[src/hdl/sra_pkg.sv]
package sra_pkg;

  localparam int unsigned MAX_ENTRIES_DEF = 32;
  localparam int unsigned COL_W = 31;
  localparam int unsigned VAL_W = 64;

  localparam logic signed [VAL_W-1:0] VAL_MAX = {1'b0, {(VAL_W-1){1'b1}}};
  localparam logic signed [VAL_W-1:0] VAL_MIN = {1'b1, {(VAL_W-1){1'b0}}};

  typedef enum logic {
    REQ_INSERT = 1'b0,
    REQ_FLUSH  = 1'b1
  } req_t;

  typedef enum logic [1:0] {
    STATUS_EMIT  = 2'd0,
    STATUS_DROP  = 2'd1,
    STATUS_EMPTY = 2'd2
  } status_t;

  typedef enum logic {
    ST_IDLE  = 1'b0,
    ST_FLUSH = 1'b1
  } state_t;

  typedef enum logic [1:0] {
    CELL_HOLD   = 2'd0,
    CELL_INSERT = 2'd1,
    CELL_POP    = 2'd2
  } cell_op_t;

  typedef struct packed {
    logic                    req_type;
    logic [COL_W-1:0]        column;
    logic signed [VAL_W-1:0] entry_value;
  } in_item_t;

  typedef struct packed {
    logic [1:0]              status;
    logic [COL_W-1:0]        out_column;
    logic signed [VAL_W-1:0] out_value;
    logic                    last;
  } out_item_t;

  // Broadcast to every cell of the chain
  typedef struct packed {
    cell_op_t                op;
    logic                    new_entry;
    logic [COL_W-1:0]        column;
    logic signed [VAL_W-1:0] value;
  } cell_ctrl_t;

  function automatic logic signed [VAL_W-1:0] sat_add(
    input logic signed [VAL_W-1:0] a,
    input logic signed [VAL_W-1:0] b
  );
    logic signed [VAL_W-1:0] s;
    s = a + b;
    if ((a[VAL_W-1] == b[VAL_W-1]) && (s[VAL_W-1] != a[VAL_W-1])) begin
      s = a[VAL_W-1] ? VAL_MIN : VAL_MAX;
    end
    return s;
  endfunction

endpackage

[src/hdl/sra_cell.sv]
module sra_cell (
  input  logic                              clk,
  input  logic                              rst_n,
  input  sra_pkg::cell_ctrl_t               ctrl,
  input  logic                              left_lt,
  input  logic                              left_valid,
  input  logic [sra_pkg::COL_W-1:0]         left_column,
  input  logic signed [sra_pkg::VAL_W-1:0]  left_sum,
  input  logic                              right_valid,
  input  logic [sra_pkg::COL_W-1:0]         right_column,
  input  logic signed [sra_pkg::VAL_W-1:0]  right_sum,
  output logic                              valid,
  output logic [sra_pkg::COL_W-1:0]         column,
  output logic signed [sra_pkg::VAL_W-1:0]  sum,
  output logic                              lt,
  output logic                              eq
);

  logic                             valid_r, valid_nxt;
  logic [sra_pkg::COL_W-1:0]        column_r, column_nxt;
  logic signed [sra_pkg::VAL_W-1:0] sum_r, sum_nxt;

  // Compare held key against the broadcast column
  assign lt = valid_r && (column_r < ctrl.column);
  assign eq = valid_r && (column_r == ctrl.column);

  assign valid  = valid_r;
  assign column = column_r;
  assign sum    = sum_r;

  // Merge, place, shift right on insert; shift left on pop
  always_comb begin
    valid_nxt  = valid_r;
    column_nxt = column_r;
    sum_nxt    = sum_r;
    case (ctrl.op)
      sra_pkg::CELL_INSERT: begin
        if (eq) begin
          sum_nxt = sra_pkg::sat_add(sum_r, ctrl.value);
        end else if (ctrl.new_entry && !lt) begin
          if (left_lt) begin
            valid_nxt  = 1'b1;
            column_nxt = ctrl.column;
            sum_nxt    = ctrl.value;
          end else begin
            valid_nxt  = left_valid;
            column_nxt = left_column;
            sum_nxt    = left_sum;
          end
        end
      end
      sra_pkg::CELL_POP: begin
        valid_nxt  = right_valid;
        column_nxt = right_column;
        sum_nxt    = right_sum;
      end
      default: begin
      end
    endcase
  end

  always_ff @(posedge clk) begin
    if (!rst_n) begin
      valid_r <= 1'b0;
    end else begin
      valid_r <= valid_nxt;
    end
  end

  always_ff @(posedge clk) begin
    column_r <= column_nxt;
    sum_r    <= sum_nxt;
  end

endmodule

[config.mk]
export PLATFORM = sky130hd
export DESIGN_NAME = sra_cell
export DESIGN_NICKNAME = d
export VERILOG_FILES = /design/src/hdl/sra_pkg.sv /design/src/hdl/sra_cell.sv
export SDC_FILE = /design/constraint.sdc
export NUM_CORES = 1
export LEC_CHECK = 0
export ABC_AREA = 1
export ABC_CLOCK_PERIOD_IN_PS = 7690
export BUFFER_PORTS_ARGS = -buffer_cell sky130_fd_sc_hd__buf_2
export CAP_MARGIN = 20
export CORE_ASPECT_RATIO = 1.1
export CORE_MARGIN = 8
export CORE_UTILIZATION = 35
export DETAILED_ROUTE_END_ITERATION = 8
export HOLD_SLACK_MARGIN = 0.05
export MAX_ROUTING_LAYER = met4
export PLACE_DENSITY = 0.7
export SLEW_MARGIN = 30
export SYNTH_ARGS = -nofsm -noshare
export SYNTH_HDL_FRONTEND = slang
export SYNTH_SLANG_ARGS = --single-unit
[constraint.sdc]
create_clock -name clk -period 7.69 [get_ports clk]
set_input_delay 1.1535 -clock clk [delete_from_list [all_inputs] [get_ports clk]]
set_output_delay 1.1535 -clock clk [all_outputs]
set_load 0.05 [all_outputs]
After elaboration in Yosys (flattened, before gate mapping)
Cells that the tools add are included.
{"block": "classes", "shift": 0, "n_bitwise": 0, "n_mul": 0, "reduce_logical": 8, "add_sub_neg": 1, "n_lt_le_gt_ge": 1, "div_mod_pow": 0, "muxes": 14, "eq_ne": 8}
{"operator": "two-way mux 64 bit", "n": 5}
{"operator": "one-hot mux 64 bit (2 select lines)", "n": 1}
{"operator": "two-way mux 31 bit", "n": 3}
{"operator": "adder 64 bit", "n": 1}
{"operator": "one-hot mux 31 bit (2 select lines)", "n": 1}
{"operator": "== test 31 bit", "n": 1}
{"operator": "< comparator 31 bit", "n": 1}
{"operator": "logical AND 1 bit", "n": 4}
{"operator": "!= test 2 bit, second input constant", "n": 2}
{"operator": "two-way mux 1 bit", "n": 3}
{"operator": "!= test 3 bit, second input constant", "n": 1}
{"operator": "AND reduction 3 bit", "n": 1}
{"operator": "== test 2 x 1 -> 1 bit, second input constant", "n": 1}
{"operator": "== test 2 bit, second input constant", "n": 1}
{"operator": "one-hot mux 1 bit (2 select lines)", "n": 1}
{"operator": "AND reduction 2 bit", "n": 1}
{"operator": "nonzero test 2 bit", "n": 1}
{"operator": "== test 1 bit", "n": 1}
{"operator": "logical NOT 1 bit", "n": 1}
{"operator": "!= test 1 bit", "n": 1}
{"block": "totals", "regBits": 96, "ram_bits": 0, "latchBits": 0, "elab_cells": 35, "romBits": 0, "n_memories": 0}

Longest topological paths before layout
Gate-level depths: netlist of the first run.
{"block": "depth", "depth_word": 7, "ltp_mapped": 19, "ltp_nobuf": 18}

Worst setup path before layout of the first run
Ideal clock, no wire load.
{"block": "synth_path", "path_type": "in2reg", "startpoint": "input ctrl[94] (netlist bit)", "endpoint": "register sum_r, in the netlist sum[63] (enable)", "arrival_time_ps": 5765, "stages": 12, "path_slack_ps": 1621, "setup_ps": 305, "cell_sequence": "inv_1 > ha_1 > nand4_1 > nor3b_1 > nand2_1 > inv_1 > nand3_1 > nand2_1 > inv_1 > a21oi_1 > o21ai_0 > inv_1"}
{"block": "synth_via", "elab_chain_len": 6}
{"element": "start, declared", "line_no": "sra_cell.sv:4", "text": "input sra_pkg::cell_ctrl_t ctrl,"}
{"element": "< comparator 31 bit", "line_no": "sra_cell.sv:24", "text": "assign lt = valid_r && (column_r < ctrl.column);"}
{"element": "logical AND 1 bit", "line_no": "sra_cell.sv:24"}
{"element": "logical NOT 1 bit", "line_no": "sra_cell.sv:40", "text": "end else if (ctrl.new_entry && !lt) begin"}
{"element": "logical AND 1 bit", "line_no": "sra_cell.sv:40"}
{"element": "!= test 3 bit (no line) *"}
{"element": "AND reduction 2 bit (no line) *"}
{"element": "end signal, assigned", "line_no": "sra_cell.sv:72", "text": "sum_r <= sum_nxt;"}
{"element": "end, declared", "line_no": "sra_cell.sv:21", "text": "logic signed [sra_pkg::VAL_W-1:0] sum_r, sum_nxt;"}
Every way passes the cells marked *; elsewhere a longest branch is shown, timed or not.
A chain may end at the register's enable or synchronous reset.

Final worst setup path of the first run
{"block": "layout_path", "startpoint": "input ctrl[78] (netlist bit)", "endpoint": "output eq"}
{"block": "layout_via", "elab_chain_len": 2}
{"element": "== test 31 bit", "line_no": "sra_cell.sv:25", "text": "assign eq = valid_r && (column_r == ctrl.column);"}
{"element": "logical AND 1 bit", "line_no": "sra_cell.sv:25"}
{"element": "end, declared", "line_no": "sra_cell.sv:16", "text": "output logic eq"}
No other way between the ends.

==> results of run 1 <==
==> flip-flops by register name (all words and copies together) (netlist names) <==
signal and cells:
column 31, valid 1, sum 64
==> layout by cell type, fill, tap and decap left out, drive strengths merged, types with 13 or more instances in the layout <==
master	instances
nand3	73
buf	399
o21bai	15
inv	204
ha	94
nand4	13
xor2	31
nor2	202
nand2	855
o21ai	44
a31oi	65
edfxtp	95
a21oi	157
nor3	14
==> layer usage <==
metal  up-vias  share of wire, %  global-route usage (%)
met5         -                 0                       -
met4         0               3.6                    9.38
met3        83               7.9                    5.26
met2       588                48                    42.2
met1      6402                40                    28.2
li1       7053                 -                       -
==> final timing paths <==
kind / from / endpoint
max: ctrl[78] / eq
min: valid / valid
max reg2reg: column[2] / sum[45]
min reg2reg: valid / valid
==> final cells by class <==
class	instances	area (µm²)	share of cell area, %
multi-input cells	1597	8030	55.2
flip-flops and latches	96	2870	19.8
repair buffers	399	2030	14.0
inverters	203	764	5.26
well taps	438	548	3.77
clock buffers	10	229	1.57
clock inverters	6	45.0	0.310
diodes	10	25.0	0.172
==> worst max-delay path: cells and delay by family <==
family,cells,cell delay [ns]
buffers and inverters,6,1.08
adders and majority gates,1,0.28
and+or+nand+nor,4,0.67
==> report_power, final <==
part	internal [mW]	switching (mW)
sequential	0.634	0.0305
combinational	0.352	0.764
clock	0.221	0.231
==> cells by family (layout without fill, tap and decap cells) <==
group                    count (synthesis)  in the layout  share of synthesized area, %
AO/OA/AOI/OAI                          299            299                          14.1
XOR/XNOR                                34             34                          2.49
adder cells (fa/ha/maj)                 95             95                          9.98
AND/OR/NAND/NOR                       1169           1169                          40.3
other                                    0             10                             0
buffers and inverters                  263            618                          9.24
flip-flops                              96             96                          24.0
==> stage by stage <==
stage / setup slack, ns / area, µm² / hold WS (ns) / std cells
5_1_grt: 3.05 / 14500 / 0.686 / 2758
3_5_place_dp: 3.24 / 14200 / 0.657 / 2733
4_1_cts: 3.29 / 14500 / 0.668 / 2749
3_3_place_gp: 3.21 / 14200 / 0.641 / 2732
6_report: 3.32 / 14500 / 0.669 / 2759
2_1_floorplan: 1.62 / 12000 / 0.738 / 1956
==> out/results.ini, run 1 <==
[status]
status = complete, no violations

[routing]
ant_nets = 0
route.detailed.drc = 0
drt_first_iter_violations = 890
routed_wl_um = 49800
post_drt_wl_per_cell_um = 18.1
drt-pass1-iter-count = 5
post_drt_via_cell_ratio = 5.12
route.vias.total = 14126

[cts]
tritoncts_num_sinks = 96
post_cts_setup_buffer_count = 0
cts-root-buf = sky130_fd_sc_hd__clkbuf_16
clockBufferDepth = 2
worst_skew_pair.late_latency_ns = 0.37
cts.htree.levels = 3
cells_resized_by_post_cts_repair = 0
ctsHoldBuffers = 0
clkTransAtPathRegs_ns = 0.08
tritoncts = done
numCtsBuffers = 9

[setup_path]
critPathCaptureType = output port
critPathLaunchType = input pin
worstPathArrival_ns = 3.21
reg2regPathDepth = 10
r2r_slack_ns = 4.13
cpMostUsedCell = sky130_fd_sc_hd__inv_1
max_stage_delay_ns = 0.42
path_max_fanout = 66
critical-path-slowest-cell = sky130_fd_sc_hd__nor4_1
worst_ep_required_time_ns = 6.54
path_class = input pin to output port
worstPathCellList = buf_2 > inv_1 > ha_1 > nand2_1 > inv_1 > nand2_1 > nor4_1 > nand3_2 > buf_4 > inv_1 > buf_2

[pwr]
max-vdd-ir-drop_mv = 0.106
design_power_total_mw = 2.23
power_leakage_nw = 7.42
power.density_nw_per_um2 = 153

[sta]
final_hold_viol_count = 0
worstMarginPinSlew_ns = 0.980
setup_viol = 0
maxSlewViolCount = 0
setup_tns_ns = 0
rsz0062_at_grt = no
max_clock_freq_mhz = 229
post-route-period-util_pct = 56.8
final.setup_skew_ns = 0.0125
min_period_ns = 4.37
slew-limit-headroom_pct = 34.0

[flow_run]
drv_cap = 0

[grt]
grt_first_pass_wirelength_um = 77000
grt_antenna_before_repair = 10
maximum_number_of_pins_on_one_net_before_global_route_repair = 96
grt_use_total_pct = 24.8
number_of_global_route_vias_before_repair = 14598
globalRoute.totalOverflow = 0

[logic_synthesis]
synth.top_cells.by_count = 782 x sky130_fd_sc_hd__nand2_1, 194 x sky130_fd_sc_hd__nor2_1, 190 x sky130_fd_sc_hd__inv_1
count_of_flip_flops_with_a_built_in_enable_after_synthesis = 95
postSynth.topFlopCell = sky130_fd_sc_hd__edfxtp_1
yosys.area.top_type_share_pct = 24.5
synth_sequential_area_ratio_pct = 24.0
yosysTopAreaCell = sky130_fd_sc_hd__nand2_1
post_synth_num_cell_types = 40
netlist_top_cells_area = sky130_fd_sc_hd__nand2_1 24%, sky130_fd_sc_hd__edfxtp_1 24%, sky130_fd_sc_hd__ha_1 9.8%
synth_seq_cells = 96
synth.most_common_cell = sky130_fd_sc_hd__nand2_1
number_of_nets_produced_by_synthesis = 2344
synth_async_sr_flop_share_pct = 0
syn_area_um2 = 12000
ys.warnings.count = 0
avgSynthCellArea_um2 = 6.13
synthCells = 1956

[placement]
buffer_ports.inserted = 390
gp_congestion = 0.978
dp.final_hpwl_um = 41900

[floorplan]
dieArea_um2 = 40400
die_width_um = 192
floorplan.initialDensity_pct = 35.3
num_rows = 71
floorplan.core_area_um2 = 33900
height_of_the_die_um = 210
floorplan.io_pins = 391

[final_layout]
fin_util_pct = 42.9
final_layout_size_suffix_gt1_share_pct = 22.6
num-fill-cells = 3727
layout.nets = 2694
syn_to_final_growth_pct = 21.4

[worst_hold_path]
hold_path.class = register to register
worstHoldPathCells = 2

Power figures use the tool's default switching activity.
==> run 2: changes to the inputs <==
ABC_CLOCK_PERIOD_IN_PS = 4000   (was 7690)
PLACE_DENSITY = 0.72   (was 0.7)
clock period = 4 ns   (was 7.69 ns; I/O delays follow)
==> out/results.ini, run 2 (synthesized netlist as in run 1, its figures left out) <==
[status]
status = complete, no violations

[placement]
gp_congestion = 0.960
dpl_worst_slack_ns = 0.595
buffer_ports.inserted = 390
dp.final_hpwl_um = 41600

[cts]
tritoncts_num_sinks = 96
worst_skew_pair.late_latency_ns = 0.38
cts.htree.levels = 3
cts-root-buf = sky130_fd_sc_hd__clkbuf_16
ctsHoldBuffers = 0
clockBufferDepth = 2
post_cts_setup_buffer_count = 0
cells_resized_by_post_cts_repair = 0
numCtsBuffers = 9
tritoncts = done
clkTransAtPathRegs_ns = 0.08

[setup_path]
path_class = register to register
critPathLaunchType = register
worstPathCellList = ha_1 > nand2_1 > nor2_1 > inv_2 > nor2_1 > a21oi_2 > nand2_4 > nand2_2 > nand2_2 > nand2_1 > nand3_4 > nand2_8 > nand2_2 > nand2_1 > nand2_1 > nand2_1
critPathCaptureType = register
cpMostUsedCell = sky130_fd_sc_hd__nand2_1
r2r_slack_ns = 0.82
max_stage_delay_ns = 0.42
path_max_fanout = 63
critical-path-slowest-cell = sky130_fd_sc_hd__edfxtp_1
worstPathArrival_ns = 3.32
worst_ep_required_time_ns = 4.13

[routing]
post_drt_via_cell_ratio = 5.08
route.detailed.drc = 0
routed_wl_um = 49800
drt-pass1-iter-count = 5
route.vias.total = 14048
ant_nets = 0
post_drt_wl_per_cell_um = 18.0
top_signal_layer_used = met4
route.met3.wl_um = 3480
routed-wl-met2_um = 24900
drt_first_iter_violations = 827
total_routed_wire_length_on_the_met1_layer_um = 20600

[sta]
final_hold_viol_count = 0
slew-limit-headroom_pct = 47.9
hold_ws_ns = 0.468
maxSlewViolCount = 0
worstMarginPinSlew_ns = 0.781
min_period_ns = 3.18
rsz0062_at_grt = no
post-route-period-util_pct = 79.6
setup_tns_ns = 0
final.setup_skew_ns = 0.0145
setup_viol = 0
fin_ws_ns = 0.817
max_clock_freq_mhz = 314

[final_layout]
mostFrequentLayoutCell = sky130_fd_sc_hd__nand2_1
num-fill-cells = 3676
mostFrequentLayoutCells = 782 x sky130_fd_sc_hd__nand2_1, 390 x sky130_fd_sc_hd__buf_2, 194 x sky130_fd_sc_hd__nor2_1
syn_to_final_growth_pct = 22.5
final_layout_size_suffix_gt1_share_pct = 22.7
layout.nets = 2697
largest_reg_flops = 64

[pwr]
power.density_nw_per_um2 = 308
max-vdd-ir-drop_mv = 0.187
power_leakage_nw = 7.49

[floorplan]
num_rows = 71
floorplan.io_pins = 391
floorplan.initialDensity_pct = 35.3
die_width_um = 192
floorplan.core_area_um2 = 33900
dieArea_um2 = 40400
height_of_the_die_um = 210

[worst_hold_path]
hold_path.class = input pin to register

[grt]
grt_use_total_pct = 24.6
number_of_global_route_vias_before_repair = 14461
maximum_number_of_pins_on_one_net_before_global_route_repair = 161
globalRoute.totalOverflow = 0
grt_antenna_before_repair = 16
grt_first_pass_wirelength_um = 76600

[flow_run]
drv_cap = 0

==> run 2: cell types whose count changed in the layout (fill, tap and decap cells not counted), sizes merged <==
cell,delta
clkinvlp,-3
buf,+3
inv,+1
bufinv,+3
diode,+6
clkinv,-1
==> run 2: stage by stage <==
step | power [mW] | std cells | instance area (µm²) | util (%)
3_5_place_dp | 3.43 | 2736 | 14300 | 42.1
6_report | 4.51 | 2768 | 14700 | 43.2
3_3_place_gp | 3.41 | 2736 | 14300 | 42.1
4_1_cts | 4.53 | 2752 | 14600 | 43.1
5_1_grt | 4.78 | 2767 | 14700 | 43.2
2_1_floorplan | 2.81 | 1956 | 12000 | -
==> run 2: final timing paths <==
kind                            startpoint       to  cells after the start
worst max register to register     sum[23]  sum[33]                     16
worst max-delay path               sum[23]  sum[33]                     16
worst min register to register       valid    valid                      2
worst min-delay path                 rst_n    valid                      2
==> run 2: where the power goes <==
part | switching, mW | leakage [nW] | internal, mW
Sequential | 0.0563 | 0.928 | 1.22
Clock | 0.463 | 0.174 | 0.634
Combinational | 1.46 | 6.39 | 0.678
Total | 1.98 | 7.49 | 2.53
==> run 2: area by class of cell <==
class / count / area [µm²] / share of cell area, %
Multi-Input combinational cell: 1597 / 8030 / 54.7
Sequential cell: 96 / 2870 / 19.6
Timing Repair Buffer: 402 / 2070 / 14.1
Inverter: 203 / 764 / 5.21
Tap cell: 438 / 548 / 3.73
Clock buffer: 10 / 239 / 1.63
Clock inverter: 6 / 113 / 0.767
Antenna cell: 16 / 40.0 / 0.273
==> run 2: layer usage <==
layer,vias up,global-route usage [%]
li1,7072,-
met1,6379,28.3
met2,549,43.8
met3,48,4.50
met4,0,5.48
met5,-,-
==> run 2: critical path: cells and delay by family (launching register included) <==
family | cells | cell delay, ns
AND/OR/NAND/NOR | 13 | 1.86
flip-flops | 1 | 0.42
adder cells (fa/ha/maj) | 1 | 0.38
AO/OA/AOI/OAI | 1 | 0.10
buffers and inverters | 1 | 0.09
==> run 3: changes to the inputs <==
ABC_CLOCK_PERIOD_IN_PS = 3200   (was 4000)
PLACE_DENSITY = 0.7   (was 0.72)
clock period = 3.2 ns   (was 4 ns; I/O delays follow)
==> out/results.ini, run 3 (synthesized netlist as in run 1, its figures left out) <==
[cts]
clkTransAtPathRegs_ns = 0.08
cts-root-buf = sky130_fd_sc_hd__clkbuf_16
worst_skew_pair.late_latency_ns = 0.37
cells_resized_by_post_cts_repair = 0
post_cts_setup_buffer_count = 0
cts.htree.levels = 3
ctsHoldBuffers = 0
tritoncts_num_sinks = 96
numCtsBuffers = 9
tritoncts = done
clockBufferDepth = 2

[floorplan]
die_width_um = 192
num_rows = 71
dieArea_um2 = 40400
height_of_the_die_um = 210
floorplan.io_pins = 391
floorplan.initialDensity_pct = 35.3
floorplan.core_area_um2 = 33900

[routing]
route.vias.total = 14169
routed_wl_um = 51000
ant_nets = 0
post_drt_wl_per_cell_um = 18.3
route.detailed.drc = 0
drt-pass1-iter-count = 5
post_drt_via_cell_ratio = 5.09
drt_first_iter_violations = 805

[final_layout]
final_layout_size_suffix_gt1_share_pct = 23.8
layout.nets = 2721
mostFrequentLayoutCell = sky130_fd_sc_hd__nand2_1
syn_to_final_growth_pct = 24.3
largest_reg_flops = 64
layout.cells.non_filler = 2783
mostFrequentLayoutCells = 781 x sky130_fd_sc_hd__nand2_1, 389 x sky130_fd_sc_hd__buf_2, 194 x sky130_fd_sc_hd__nor2_1
num-fill-cells = 3712
fin_util_pct = 43.9

[sta]
max_clock_freq_mhz = 339
rsz0062_at_grt = no
setup_viol = 0
min_period_ns = 2.95
maxSlewViolCount = 0
final.setup_skew_ns = 0.0103
hold_ws_ns = 0.357
slew-limit-headroom_pct = 59.8
final_hold_viol_count = 0
fin_ws_ns = 0.251
post-route-period-util_pct = 92.2
worstMarginPinSlew_ns = 0.596

[placement]
dpl_worst_slack_ns = 0.0902
buffer_ports.inserted = 390
placed_cells = 2760
dp.final_hpwl_um = 43100
gp_congestion = 1.00

[setup_path]
max_stage_delay_ns = 0.40
startpoint = sum[46]
path_max_fanout = 21
worstPathArrival_ns = 3.18
critical-path-slowest-cell = sky130_fd_sc_hd__edfxtp_1
critPathCaptureType = register
critPathLaunchType = register
path_class = register to register
worst_ep_required_time_ns = 3.43
cpMostUsedCell = sky130_fd_sc_hd__nand2_1
worstPathCellList = ha_1 > a21oi_1 > nand2_1 > a21oi_1 > nand2_1 > a21oi_2 > nand2_2 > nand2_1 > nand3_4 > nand2_8 > buf_4 > nand2_2 > nand2_1 > nand2_1 > nand2_1
timing.rr.start = sum[46]

[grt]
globalRoute.totalOverflow = 0
number_of_global_route_vias_before_repair = 14688
maximum_number_of_pins_on_one_net_before_global_route_repair = 74
grt_use_total_pct = 25.3
grt_antenna_before_repair = 6
grt_first_pass_wirelength_um = 78100

[pwr]
power_leakage_nw = 7.60
max-vdd-ir-drop_mv = 0.229
power.density_nw_per_um2 = 373

[status]
status = complete, no violations

[flow_run]
drv_cap = 0

[worst_hold_path]
min-delay-start = rst_n
hold_path.class = input pin to register

## run 3: stage by stage
| step | setup TNS, ns | power [mW] | cell area [µm²] |
|---|---|---|---|
| floorplan | -0.102 | 3.51 | 12000 |
| global placement | 0 | 4.36 | 14600 |
| detailed placement | 0 | 4.38 | 14600 |
| CTS | 0 | 5.57 | 14900 |
| global route | 0 | 5.90 | 14900 |
| finish | 0 | 5.55 | 14900 |
## run 3: routing by layer
metal	GRT usage, %	part of all wire [%]
met2	44.0	49
met4	7.70	2.5
met3	4.63	6.6
met5	-	0
met1	29.0	42
## run 3: area by class of cell
class	instances	area, µm²	area share [%]
clock buffer	10	229	1.54
clock inverter	6	67.6	0.454
tap	438	548	3.68
timing repair buffer	426	2320	15.6
multi-input combinational	1597	8070	54.2
inverter	203	764	5.13
sequential	96	2870	19.3
antenna	7	17.5	0.118
## run 3: final timing paths
check	end	slack, ns	cells past startpoint
hold reg to reg	valid	0.70	2
setup reg to reg	sum[33]	0.25	15
setup / recovery	sum[33]	0.25	15
hold / removal	valid	0.36	2
## run 3: power by group
part           switching, mW  internal (mW)  total [mW]  leakage [nW]
clock network          0.561          0.613        1.17         0.140
logic                   1.87          0.909        2.78          6.53
registers             0.0709           1.52        1.59         0.928
## run 3: worst max-delay path: cells and delay by family (launching register included)
family,cells,cell delay [ns]
AND/OR/NAND/NOR,10,1.00
AO/OA/AOI/OAI,3,0.73
flip-flops,1,0.40
buffers and inverters,1,0.34
adder cells (fa/ha/maj),1,0.32
